[config.mk]
export PLATFORM = sky130hd
export DESIGN_NAME = sparse_column_variance
export DESIGN_NICKNAME = d
export VERILOG_FILES = /design/src/svc_pkg.sv /design/src/svc_ctrl.sv /design/src/svc_datapath.sv /design/src/sparse_column_variance.sv
export VERILOG_INCLUDE_DIRS = /design/src /design/src/src
export SDC_FILE = /design/constraint.sdc
export NUM_CORES = 2
export LEC_CHECK = 0
export ABC_AREA = 1
export BUFFER_PORTS_ARGS = -buffer_cell sky130_fd_sc_hd__buf_2
export CORE_ASPECT_RATIO = 1.25
export CORE_UTILIZATION = 59
export DETAILED_ROUTE_END_ITERATION = 8
export PLACE_DENSITY = 0.76
export SKIP_LAST_GASP = 1
export SYNTH_ARGS = -nofsm -noshare
export SYNTH_HDL_FRONTEND = slang
export SYNTH_SLANG_ARGS = --single-unit
[constraint.sdc]
create_clock -name clk -period 10.2 [get_ports clk]
set_input_delay 0.51 -clock clk [delete_from_list [all_inputs] [get_ports clk]]
set_output_delay 0.51 -clock clk [all_outputs]
set_load 0.01 [all_outputs]
[src/sparse_column_variance_macros.svh]
// Assertion helpers for the column variance block.
`ifndef SPARSE_COLUMN_VARIANCE_MACROS_SVH
`define SPARSE_COLUMN_VARIANCE_MACROS_SVH

`ifndef SYNTHESIS
`define SVC_ASSERT_NOW(label, pre, post) \
    label: assert property (@(posedge clk) disable iff (!rst_n) (pre) |-> (post)) \
        else $error("assertion failed");
`define SVC_ASSERT_NEXT(label, pre, post) \
    label: assert property (@(posedge clk) disable iff (!rst_n) (pre) |=> (post)) \
        else $error("assertion failed");
`else
`define SVC_ASSERT_NOW(label, pre, post)
`define SVC_ASSERT_NEXT(label, pre, post)
`endif

`endif

[src/svc_pkg.sv]
package svc_pkg;

    localparam int COUNT_W = 21;
    localparam logic [COUNT_W-1:0] COUNT_MAX = '1;
    localparam int NUM_W = 64 + COUNT_W + 1;
    localparam int DIV_CNT_W = $clog2(NUM_W);
    localparam logic [COUNT_W-1:0] ROW_COUNT_RESET = COUNT_W'(2);
    localparam logic ADDR_ROW_COUNT = 1'b0;

    typedef struct packed {
        logic signed [31:0] sample_value;
        logic signed [31:0] col_mean;
        logic               has_value;
        logic               end_of_column;
    } sample_req_t;

    typedef struct packed {
        logic [63:0] variance;
        logic        overflow;
    } result_req_t;

    typedef enum logic [3:0] {
        ST_IDLE,
        ST_SQ,
        ST_ACC,
        ST_MSQ,
        ST_MLO,
        ST_MHI,
        ST_NUM,
        ST_DIV,
        ST_DONE
    } state_t;

    typedef enum logic [1:0] {
        MUL_DEV,
        MUL_MEAN,
        MUL_LO,
        MUL_HI
    } mul_sel_t;

    typedef struct packed {
        logic     load_in;
        logic     mul_en;
        mul_sel_t mul_sel;
        logic     acc_en;
        logic     msq_load;
        logic     plo_load;
        logic     num_load;
        logic     div_step;
        logic     out_load;
    } ctrl_cmd_t;

    typedef struct packed {
        logic last;
        logic div_last;
        logic out_free;
    } dp_status_t;

endpackage

[src/svc_ctrl.sv]
module svc_ctrl
    import svc_pkg::*;
(
    input  logic       clk,
    input  logic       rst_n,
    input  logic       sample_valid,
    output logic       sample_ready,
    input  dp_status_t status,
    output ctrl_cmd_t  cmd
);

    state_t state_reg;
    state_t state_next;

    always_ff @(posedge clk or negedge rst_n)
    begin
        if (!rst_n)
        begin
            state_reg <= ST_IDLE;
        end
        else
        begin
            state_reg <= state_next;
        end
    end

    always_comb
    begin
        state_next = state_reg;
        unique case (state_reg)
            ST_IDLE:
            begin
                if (sample_valid)
                begin
                    state_next = ST_SQ;
                end
            end
            ST_SQ:   state_next = ST_ACC;
            ST_ACC:  state_next = status.last ? ST_MSQ : ST_IDLE;
            ST_MSQ:  state_next = ST_MLO;
            ST_MLO:  state_next = ST_MHI;
            ST_MHI:  state_next = ST_NUM;
            ST_NUM:  state_next = ST_DIV;
            ST_DIV:
            begin
                if (status.div_last)
                begin
                    state_next = ST_DONE;
                end
            end
            ST_DONE:
            begin
                if (status.out_free)
                begin
                    state_next = ST_IDLE;
                end
            end
            default: state_next = ST_IDLE;
        endcase
    end

    always_comb
    begin
        cmd = '0;
        cmd.mul_sel = MUL_DEV;
        sample_ready = 1'b0;
        unique case (state_reg)
            ST_IDLE:
            begin
                sample_ready = 1'b1;
                cmd.load_in = sample_valid;
            end
            ST_SQ:
            begin
                cmd.mul_en = 1'b1;
                cmd.mul_sel = MUL_DEV;
            end
            ST_ACC:  cmd.acc_en = 1'b1;
            ST_MSQ:
            begin
                cmd.mul_en = 1'b1;
                cmd.mul_sel = MUL_MEAN;
            end
            ST_MLO:
            begin
                cmd.mul_en = 1'b1;
                cmd.mul_sel = MUL_LO;
                cmd.msq_load = 1'b1;
            end
            ST_MHI:
            begin
                cmd.mul_en = 1'b1;
                cmd.mul_sel = MUL_HI;
                cmd.plo_load = 1'b1;
            end
            ST_NUM:  cmd.num_load = 1'b1;
            ST_DIV:  cmd.div_step = 1'b1;
            ST_DONE: cmd.out_load = status.out_free;
            default: cmd = '0;
        endcase
    end

endmodule

[src/svc_datapath.sv]
module svc_datapath
    import svc_pkg::*;
#(
    parameter int MAX_ROWS = 1048576
)
(
    input  logic               clk,
    input  logic               rst_n,
    input  sample_req_t        sample,
    input  logic [COUNT_W-1:0] row_count,
    input  ctrl_cmd_t          cmd,
    output dp_status_t         status,
    output logic               result_valid,
    input  logic               result_ready,
    output result_req_t        result
);

    localparam logic [COUNT_W-1:0] ROWS_CAP =
        (MAX_ROWS > int'(COUNT_MAX)) ? COUNT_MAX : COUNT_W'(MAX_ROWS);

    logic signed [31:0] x_reg;
    logic signed [31:0] m_reg;
    logic               has_reg;
    logic               last_reg;
    logic [63:0]        prod_reg;
    logic [63:0]        msq_reg;
    logic [52:0]        plo_reg;
    logic [63:0]        sum_reg;
    logic [COUNT_W-1:0] count_reg;
    logic               sat_reg;
    logic [NUM_W-1:0]   num_reg;
    logic [COUNT_W-1:0] rem_reg;
    logic [DIV_CNT_W-1:0] cnt_reg;
    logic               out_valid_reg;
    result_req_t        out_reg;

    logic signed [32:0] diff;
    logic [32:0]        diff_abs;
    logic [31:0]        mean_abs;
    logic [31:0]        mul_a;
    logic [31:0]        mul_b;
    logic [63:0]        prod_next;
    logic [64:0]        sum_wide;
    logic [COUNT_W-1:0] rows;
    logic [COUNT_W-1:0] zeros;
    logic [COUNT_W-1:0] divisor;
    logic [NUM_W-1:0]   num_next;
    logic [COUNT_W:0]   trial;
    logic               trial_ge;
    logic [COUNT_W:0]   trial_sub;
    logic               q_ovf;

    assign diff     = {x_reg[31], x_reg} - {m_reg[31], m_reg};
    assign diff_abs = diff[32] ? 33'(-diff) : diff;
    assign mean_abs = m_reg[31] ? 32'(-m_reg) : m_reg;

    assign rows    = (row_count > ROWS_CAP) ? ROWS_CAP : row_count;
    assign zeros   = (count_reg < rows) ? rows - count_reg : '0;
    assign divisor = (rows >= COUNT_W'(2)) ? rows - COUNT_W'(1) : COUNT_W'(1);

    always_comb
    begin
        case (cmd.mul_sel)
            MUL_DEV:
            begin
                mul_a = diff_abs[31:0];
                mul_b = diff_abs[31:0];
            end
            MUL_MEAN:
            begin
                mul_a = mean_abs;
                mul_b = mean_abs;
            end
            MUL_LO:
            begin
                mul_a = prod_reg[31:0];
                mul_b = 32'(zeros);
            end
            default:
            begin
                mul_a = msq_reg[63:32];
                mul_b = 32'(zeros);
            end
        endcase
    end

    assign prod_next = 64'(mul_a) * 64'(mul_b);
    assign sum_wide  = {1'b0, sum_reg} + {1'b0, prod_reg};
    assign num_next  = NUM_W'({prod_reg[52:0], 32'b0}) + NUM_W'(plo_reg) + NUM_W'(sum_reg);

    assign trial     = {rem_reg, num_reg[NUM_W-1]};
    assign trial_ge  = trial >= {1'b0, divisor};
    assign trial_sub = trial - {1'b0, divisor};
    assign q_ovf     = sat_reg || (|num_reg[NUM_W-1:64]);

    always_ff @(posedge clk)
    begin
        if (cmd.load_in)
        begin
            x_reg    <= sample.sample_value;
            m_reg    <= sample.col_mean;
            has_reg  <= sample.has_value;
            last_reg <= sample.end_of_column;
        end
        if (cmd.mul_en)
        begin
            prod_reg <= prod_next;
        end
        if (cmd.msq_load)
        begin
            msq_reg <= prod_reg;
        end
        if (cmd.plo_load)
        begin
            plo_reg <= prod_reg[52:0];
        end
        if (cmd.num_load)
        begin
            num_reg <= num_next;
            rem_reg <= '0;
        end
        else if (cmd.div_step)
        begin
            num_reg <= {num_reg[NUM_W-2:0], trial_ge};
            rem_reg <= trial_ge ? trial_sub[COUNT_W-1:0] : trial[COUNT_W-1:0];
        end
        if (cmd.out_load)
        begin
            out_reg.variance <= q_ovf ? '1 : num_reg[63:0];
            out_reg.overflow <= q_ovf;
        end
    end

    always_ff @(posedge clk or negedge rst_n)
    begin
        if (!rst_n)
        begin
            sum_reg       <= '0;
            count_reg     <= '0;
            sat_reg       <= 1'b0;
            cnt_reg       <= '0;
            out_valid_reg <= 1'b0;
        end
        else
        begin
            if (cmd.out_load)
            begin
                sum_reg   <= '0;
                count_reg <= '0;
                sat_reg   <= 1'b0;
            end
            else if (cmd.acc_en && has_reg)
            begin
                if (sum_wide[64])
                begin
                    sum_reg <= '1;
                    sat_reg <= 1'b1;
                end
                else
                begin
                    sum_reg <= sum_wide[63:0];
                end
                if (count_reg != COUNT_MAX)
                begin
                    count_reg <= count_reg + COUNT_W'(1);
                end
            end
            if (cmd.num_load)
            begin
                cnt_reg <= '0;
            end
            else if (cmd.div_step)
            begin
                cnt_reg <= cnt_reg + DIV_CNT_W'(1);
            end
            if (cmd.out_load)
            begin
                out_valid_reg <= 1'b1;
            end
            else if (result_ready)
            begin
                out_valid_reg <= 1'b0;
            end
        end
    end

    assign status.last     = last_reg;
    assign status.div_last = cnt_reg == DIV_CNT_W'(NUM_W - 1);
    assign status.out_free = !out_valid_reg || result_ready;

    assign result_valid = out_valid_reg;
    assign result       = out_reg;

endmodule

[src/sparse_column_variance.sv]
// Sample variance of one sparse column. Requests on the sample channel carry one
// stored nonzero (or an empty-column marker) with the column mean; a request with
// end_of_column set yields one result, variance in unsigned Q32.32 with an overflow
// flag. Requests are taken one at a time: each nonzero is accepted, squared
// on the shared 32x32 multiplier and accumulated. A column end then forms the
// mean-squared times implicit-zero product on the same multiplier, runs the
// bit-serial divider and loads the result register.
// The result register lets the next request start while a result waits.
// row_count is written through the APB port at address 0.
`include "sparse_column_variance_macros.svh"

module sparse_column_variance
    import svc_pkg::*;
#(
    parameter int MAX_ROWS = 1048576
)
(
    input  logic        clk,
    input  logic        rst_n,
    input  logic        psel,
    input  logic        penable,
    input  logic        pwrite,
    input  logic [2:0]  paddr,
    input  logic [31:0] pwdata,
    output logic [31:0] prdata,
    output logic        pready,
    input  logic        sample_valid,
    output logic        sample_ready,
    input  sample_req_t sample,
    output logic        result_valid,
    input  logic        result_ready,
    output result_req_t result
);

    logic [COUNT_W-1:0] row_count_reg;
    logic [COUNT_W-1:0] row_count_next;
    logic               row_count_wr;
    ctrl_cmd_t          cmd;
    dp_status_t         status;

    assign pready = 1'b1;
    assign prdata = (paddr[2] == ADDR_ROW_COUNT) ? 32'(row_count_reg) : '0;

    assign row_count_wr = psel && penable && pwrite && (paddr[2] == ADDR_ROW_COUNT);

    always_comb
    begin
        row_count_next = row_count_reg;
        if (row_count_wr)
        begin
            row_count_next = pwdata[COUNT_W-1:0];
        end
    end

    always_ff @(posedge clk or negedge rst_n)
    begin
        if (!rst_n)
        begin
            row_count_reg <= ROW_COUNT_RESET;
        end
        else
        begin
            row_count_reg <= row_count_next;
        end
    end

    svc_ctrl u_ctrl (
        .clk          (clk),
        .rst_n        (rst_n),
        .sample_valid (sample_valid),
        .sample_ready (sample_ready),
        .status       (status),
        .cmd          (cmd)
    );

    svc_datapath #(
        .MAX_ROWS (MAX_ROWS)
    ) u_datapath (
        .clk          (clk),
        .rst_n        (rst_n),
        .sample       (sample),
        .row_count    (row_count_reg),
        .cmd          (cmd),
        .status       (status),
        .result_valid (result_valid),
        .result_ready (result_ready),
        .result       (result)
    );

    `SVC_ASSERT_NEXT(a_one_at_a_time, sample_valid && sample_ready, !sample_ready)
    `SVC_ASSERT_NEXT(a_cfg_write, row_count_wr, row_count_reg == $past(pwdata[COUNT_W-1:0]))
    `SVC_ASSERT_NOW(a_ovf_saturates, result_valid && result.overflow, result.variance == '1)

endmodule

Word-level counts from Yosys, hierarchy flattened
Index checks and enable logic that the tools add are counted.
- logic and storage cells: 106
- bits in registers: 538
- output and inout port bits: 100
- order comparisons: 4
- eq/ne operators: 15
- $add $sub $neg: 11
- $mul: 1
- reduce and logical (&&, ||, !) cells: 18
- muxes and demuxes: 38
- bitwise gates (word level): 1
- operators with widths (cell ; number):
    $mux 64 ; 3
    $mux 86 ; 2
    $mux 21 ; 8
    $pmux 32 s3 ; 1
    $add 85x53->86 ; 1
    $add 86x64->86 ; 1
    $add 64x64->65 ; 1
    $mul 32x32->64 ; 1
    $mux 32 ; 2
    $neg 32->32 ; 2
    $pmux 32 s2 ; 1
    $sub 21x21->21 ; 2
    $pmux 4 s9 ; 1
    $sub 32x32->33 ; 1
    $ge 22x21->1 ; 1
    $reduce_or 22->1 ; 1
    $add 21x1->21 const B ; 1
    $ge 21x2->1 const B ; 1
    $gt 21x21->1 const B ; 1
    $lt 21x21->1 ; 1
    $ne 21x21->1 const B ; 1
    $sub 21x1->21 const B ; 1
    $eq 4x3->1 const B ; 4
    $mux 7 ; 2
    22 further kinds ; 47

Logic depth before layout (Yosys ltp)
- depth in word-level cells: 7
- mapped depth: 55
- mapped depth without buffers: 53

Cells and area by module
From an unflattened synthesis, not the netlist that was laid out.
- cell total of the unflattened synthesis: 9075
- area total of the unflattened synthesis: 71348.4 um^2
- modules (own cells, without submodules) (module ; area each (um^2) ; times used ; seq. area each (um^2) ; cells an instance):
    svc_datapath ; 69894.5 ; 1 ; 13763.2 ; 8868
    sparse_column_variance ; 1116.1 ; 1 ; 526.8 ; 153
    svc_ctrl ; 337.8 ; 1 ; 100.1 ; 54

Worst setup path before layout
Ideal clock, no wire load.
- path type: register to register
- from: register u_ctrl.state_reg[3]
- to: register u_datapath.prod_reg[55] (data pin)
- stages on the path, launching flop included: 35
- slack: -534 ps
- buffers on the path: 2
- data arrival time: 10476 ps
- data required time: 9942 ps
- library setup time: 258 ps
- cell sequence: dfrtp_1 > nor2_1 > inv_1 > nor2_1 > inv_1 > nor2_1 > inv_1 > clkbuf_1 > or2_2 > buf_1 > nand2_4 > nor2_1 > fa_1 > inv_1 > fa_1 > fa_1 > fa_1 > inv_1 > fa_1 > fa_1 > fa_1 > inv_1 > fa_1 > inv_1 > ha_1 > nand2_1 > nor2_1 > inv_1 > nor3_1 > nand3_1 > o21ai_0 > a21boi_0 > o21ai_0 > a21oi_1 > xnor2_1
- cells in the longest elaborated chain, start to end: 5
- elaborated cells on any way between the ends: 11
- classes of those cells: mul (1); eq/ne (6); mux (3); reduce/logical (1)
- ends and longest elaborated chain (item ; RTL line ; text):
    from (decl) ; svc_ctrl.sv:12 ; state_t state_reg;
    from (signal assigned) ; svc_ctrl.sv:23 ; state_reg <= state_next;
    $eq 4x3->1, or another cell as far along ; svc_ctrl.sv:67 ; unique case (state_reg)
    $pmux 3 s4 (*) ; svc_ctrl.sv:67 ;
    $eq 2x2->1, or another cell as far along ; svc_datapath.sv:63 ; case (cmd.mul_sel)
    $pmux 32 s3 / $pmux 32 s2 (equally long branches) ; svc_datapath.sv:63 ;
    $mul 32x32->64 (*) ; svc_datapath.sv:87 ; assign prod_next = 64'(mul_a) * 64'(mul_b);
    via u_datapath.prod_next[55] ; svc_datapath.sv:42 ; logic [63:0] prod_next;
    to (signal assigned) ; svc_datapath.sv:107 ; prod_reg <= prod_next;
    to (decl) ; svc_datapath.sv:25 ; logic [63:0] prod_reg;
Mark *: on every way through the listed nets, which the timed path passes. The rest lies on a longest branch.
A chain may end at the register's enable or synchronous reset.

Worst setup path after layout
- from: register row_count_reg[17]
- to: register u_datapath.prod_reg[63] (data pin)
- cells in the longest elaborated chain, start to end: 6
- elaborated cells on any way between the ends: 7
- classes of those cells: add/sub (1); mul (1); order compare (2); mux (3)
- ends and longest elaborated chain (item ; RTL line ; text):
    from (decl) ; sparse_column_variance.sv:35 ; logic [COUNT_W-1:0] row_count_reg;
    from (signal assigned) ; sparse_column_variance.sv:63 ; row_count_reg <= row_count_next;
    $gt 21x21->1 ; svc_datapath.sv:57 ; assign rows = (row_count > ROWS_CAP) ? ROWS_CAP : row_count;
    $mux 21 (*) ; svc_datapath.sv:57 ;
    $sub 21x21->21 / $lt 21x21->1 (equally long branches) ; svc_datapath.sv:58 ; assign zeros = (count_reg < rows) ? rows - count_reg : '0;
    $mux 21 (*) ; svc_datapath.sv:58 ;
    $pmux 32 s2 (*) ; svc_datapath.sv:63 ;
    $mul 32x32->64 (*) ; svc_datapath.sv:87 ;
    via u_datapath.prod_next[63] ; svc_datapath.sv:42 ;
Marks and branches as above.

==> out/qor.yml <==
synthArstFlopShare: 0.235
fin_area_um2: 82300
critPathKind: "reg -> reg"
clk_pin_slew_ps: 80
clock_latency_ps: 660
crit_top_cell: "fa_1"
violations: "max-capacitance violations, max-slew violations"
hold_viol: 0
fillers: 9639
die_area_um2: 122000
ios: 208
hp-class: "in -> reg"
place_ws_ps: -610
setup_viol: 0
syn_area_um2: 71000
ant_nets: 0
yosys.area.top_type: "fa_1"
cp-end-kind: "flip-flop"
drtPass1Iterations: 8
synth_seq_cells: 506
dp.cells: 11116
worst_pin_slew_ps: 1620
synth_common_cells: "inv_1 (1848), nand2_1 (1592), nor2_1 (1040)"
fin_crit_sh: 0.998
place_area_um2: 77600
syn_to_final_growth_pct: 15.9
final_cells: 11290
cts_root_buf: "clkbuf_16"
wl_um: 275000
required_ps: 10570
avgSynthCellArea_um2: 7.91
route.vias.total: 66356
die_y_um: 390
crit_buf_inv: 20
grt_pass1_wl_um: 404000
worstPathMaxFanout: 6
synth.top_cell.area_share: 0.260
slew_headroom: -0.0925
gr-total-overflow: 0
grt_setup_unrepaired: "yes"
drt_iter0_drc: 5973
core_area_um2: 119000
drc: 0
cp-start-kind: "flip-flop"
finalClockSkew_ps: 45.6
wl_per_cell_um: 24.3
finalCriticalPeriod_ps: 10170
grt.total_usage: 0.449
critPathSlowestCell: "fa_1"
ys.flop_type: "edfxtp_1"
gp_congestion: 1.09
rrSetupSlack_ps: 30
run_status: "finished with violations"
synth_area_leaders: "fa_1 (26%), edfxtp_1 (15%), inv_1 (9.8%), ha_1 (9.1%), nand2_1 (8.4%)"
clock_sinks: 506
final_nets: 11216
worst_slack_ps: 25.3
yosysMostFrequentCell: "inv_1"
largest_reg_flops: 86
tritoncts: "done"
cts_max_path_buffers: 3
ys_seq_area_frac: 0.203
syn_inst: 8981
antenna_found_initial: 8
maxCapViolations: 1
die_x_um: 312
synth_edf_count: 366
hpwlAfterDp_um: 226000
crit_family: "adder cells"
vias_per_cell: 5.88
ys_warn_count: 0
grt_start_max_net_pins: 80
cp.arrival_ps: 10540
start_util: 0.598
fmax_ghz: 0.0983
h-tree-depth: 2
critPathMaxStageDelay_ps: 570
rows: 141
drive_gt1_frac: 0.175
timing.hold.ws_ps: 34.9
ys_types: 68
maxSlewViolCount: 3
first_global_vias: 68347
cts_made_buffers: 48
port_buffers: 182
## per-layer routing
metal / GRT usage / vias to the layer above / routed length, um
met4: 0.425 / 8 / 32600
met3: 0.0745 / 1376 / 23600
met5: 0 / - / 48
met1: 0.484 / 31771 / 90200
met2: 0.750 / 3815 / 129000
li1: - / 29386 / -
## path summary, 6_finish.rpt
check                                                          from                             endpoint  depth (start not counted)
worst min-delay path                                     sample[39]        u_datapath.x_reg[5]$_DFFE_PP_                          1
min in group asynchronous                                     rst_n    u_datapath.cnt_reg[1]$_DFFE_PN0P_                          2
worst max-delay path                  row_count_reg[17]$_DFFE_PN0P_    u_datapath.prod_reg[63]$_DFFE_PP_                         55
worst max register to register        row_count_reg[17]$_DFFE_PN0P_    u_datapath.prod_reg[63]$_DFFE_PP_                         55
max in group asynchronous                                     rst_n   u_datapath.sum_reg[17]$_DFFE_PN0P_                          3
worst min register to register  u_datapath.rem_reg[19]$_SDFFE_PP0P_  u_datapath.rem_reg[19]$_SDFFE_PP0P_                          2
## cells by family (layout without fill, tap and decap cells)
group,count (synthesis),count (layout),synth area share
AO/OA/AOI/OAI,1122,1122,0.0885
XOR/XNOR,167,167,0.0206
adder cells (fa/ha/maj),1437,1437,0.351
buffers and inverters,2174,2894,0.121
flip-flops,506,506,0.203
other,2,18,0.000106
AND/OR/NAND/NOR,3573,3573,0.216
## what timing repair did
item	in CTS	in global routing
hold buffers	1	0
endpoints found under the setup margin	40	44
buffers inserted	6	71
gates cloned	1	3
resized for setup	92	508
hold endpoints to repair	28	0
pin swaps	18	219
## placed cells by master, fill, tap and decap left out, drive strengths merged, types with 6 or more instances in the layout
| cell type | synthesis | routed |
|---|---|---|
| xor2 | 102 | 102 |
| a21o | 31 | 31 |
| dfrtp | 118 | 118 |
| inv | 1909 | 1910 |
| o21a | 22 | 22 |
| conb | 2 | 12 |
| o2111ai | 6 | 6 |
| nor4 | 36 | 36 |
| a21boi | 19 | 19 |
| a21oi | 445 | 445 |
| buf | 170 | 880 |
| o21ai | 415 | 415 |
| bufinv | 0 | 7 |
| and3 | 9 | 9 |
| o211ai | 32 | 32 |
| a31oi | 80 | 80 |
| o21bai | 28 | 28 |
| ha | 515 | 515 |
| edfxtp | 366 | 366 |
| o22ai | 9 | 9 |
| nand4 | 66 | 66 |
| and2 | 9 | 9 |
| clkinvlp | 0 | 10 |
| nand3b | 20 | 20 |
| clkbuf | 86 | 58 |
| fa | 922 | 922 |
| or2 | 128 | 128 |
| o31ai | 9 | 9 |
| nor2 | 1084 | 1084 |
| nand3 | 515 | 515 |
| xnor2 | 65 | 65 |
| diode | 0 | 6 |
| a221oi | 6 | 6 |
| clkinv | 9 | 28 |
| nand2 | 1639 | 1639 |
| nor3 | 64 | 64 |
| dfxtp | 21 | 21 |
## area by class of cell
type                            instances  area, um^2  share of cell area
Timing Repair Buffer                  883        6810              0.0827
Sequential cell                       506       14400               0.175
Clock buffer                           56        1320              0.0161
Inverter                             1918        7310              0.0888
Multi-Input combinational cell       6311       50100               0.608
Clock inverter                         34         403             0.00490
Tap cell                             1573        1970              0.0239
Timing Repair inverter                  3        20.0            0.000243
Antenna cell                            6        15.0            0.000182
## through the flow
stage / setup TNS [ps] / util
2_1_floorplan: 0 / -
3_3_place_gp: -8460 / 0.653
3_5_place_dp: -12100 / 0.653
4_1_cts: -27.1 / 0.672
5_1_grt: -2020 / 0.693
6_report: 0 / 0.693
Power is left out: the tool's default activity adds up to more than one toggle a clock period on the data nets, which glitch-free logic cannot reach.
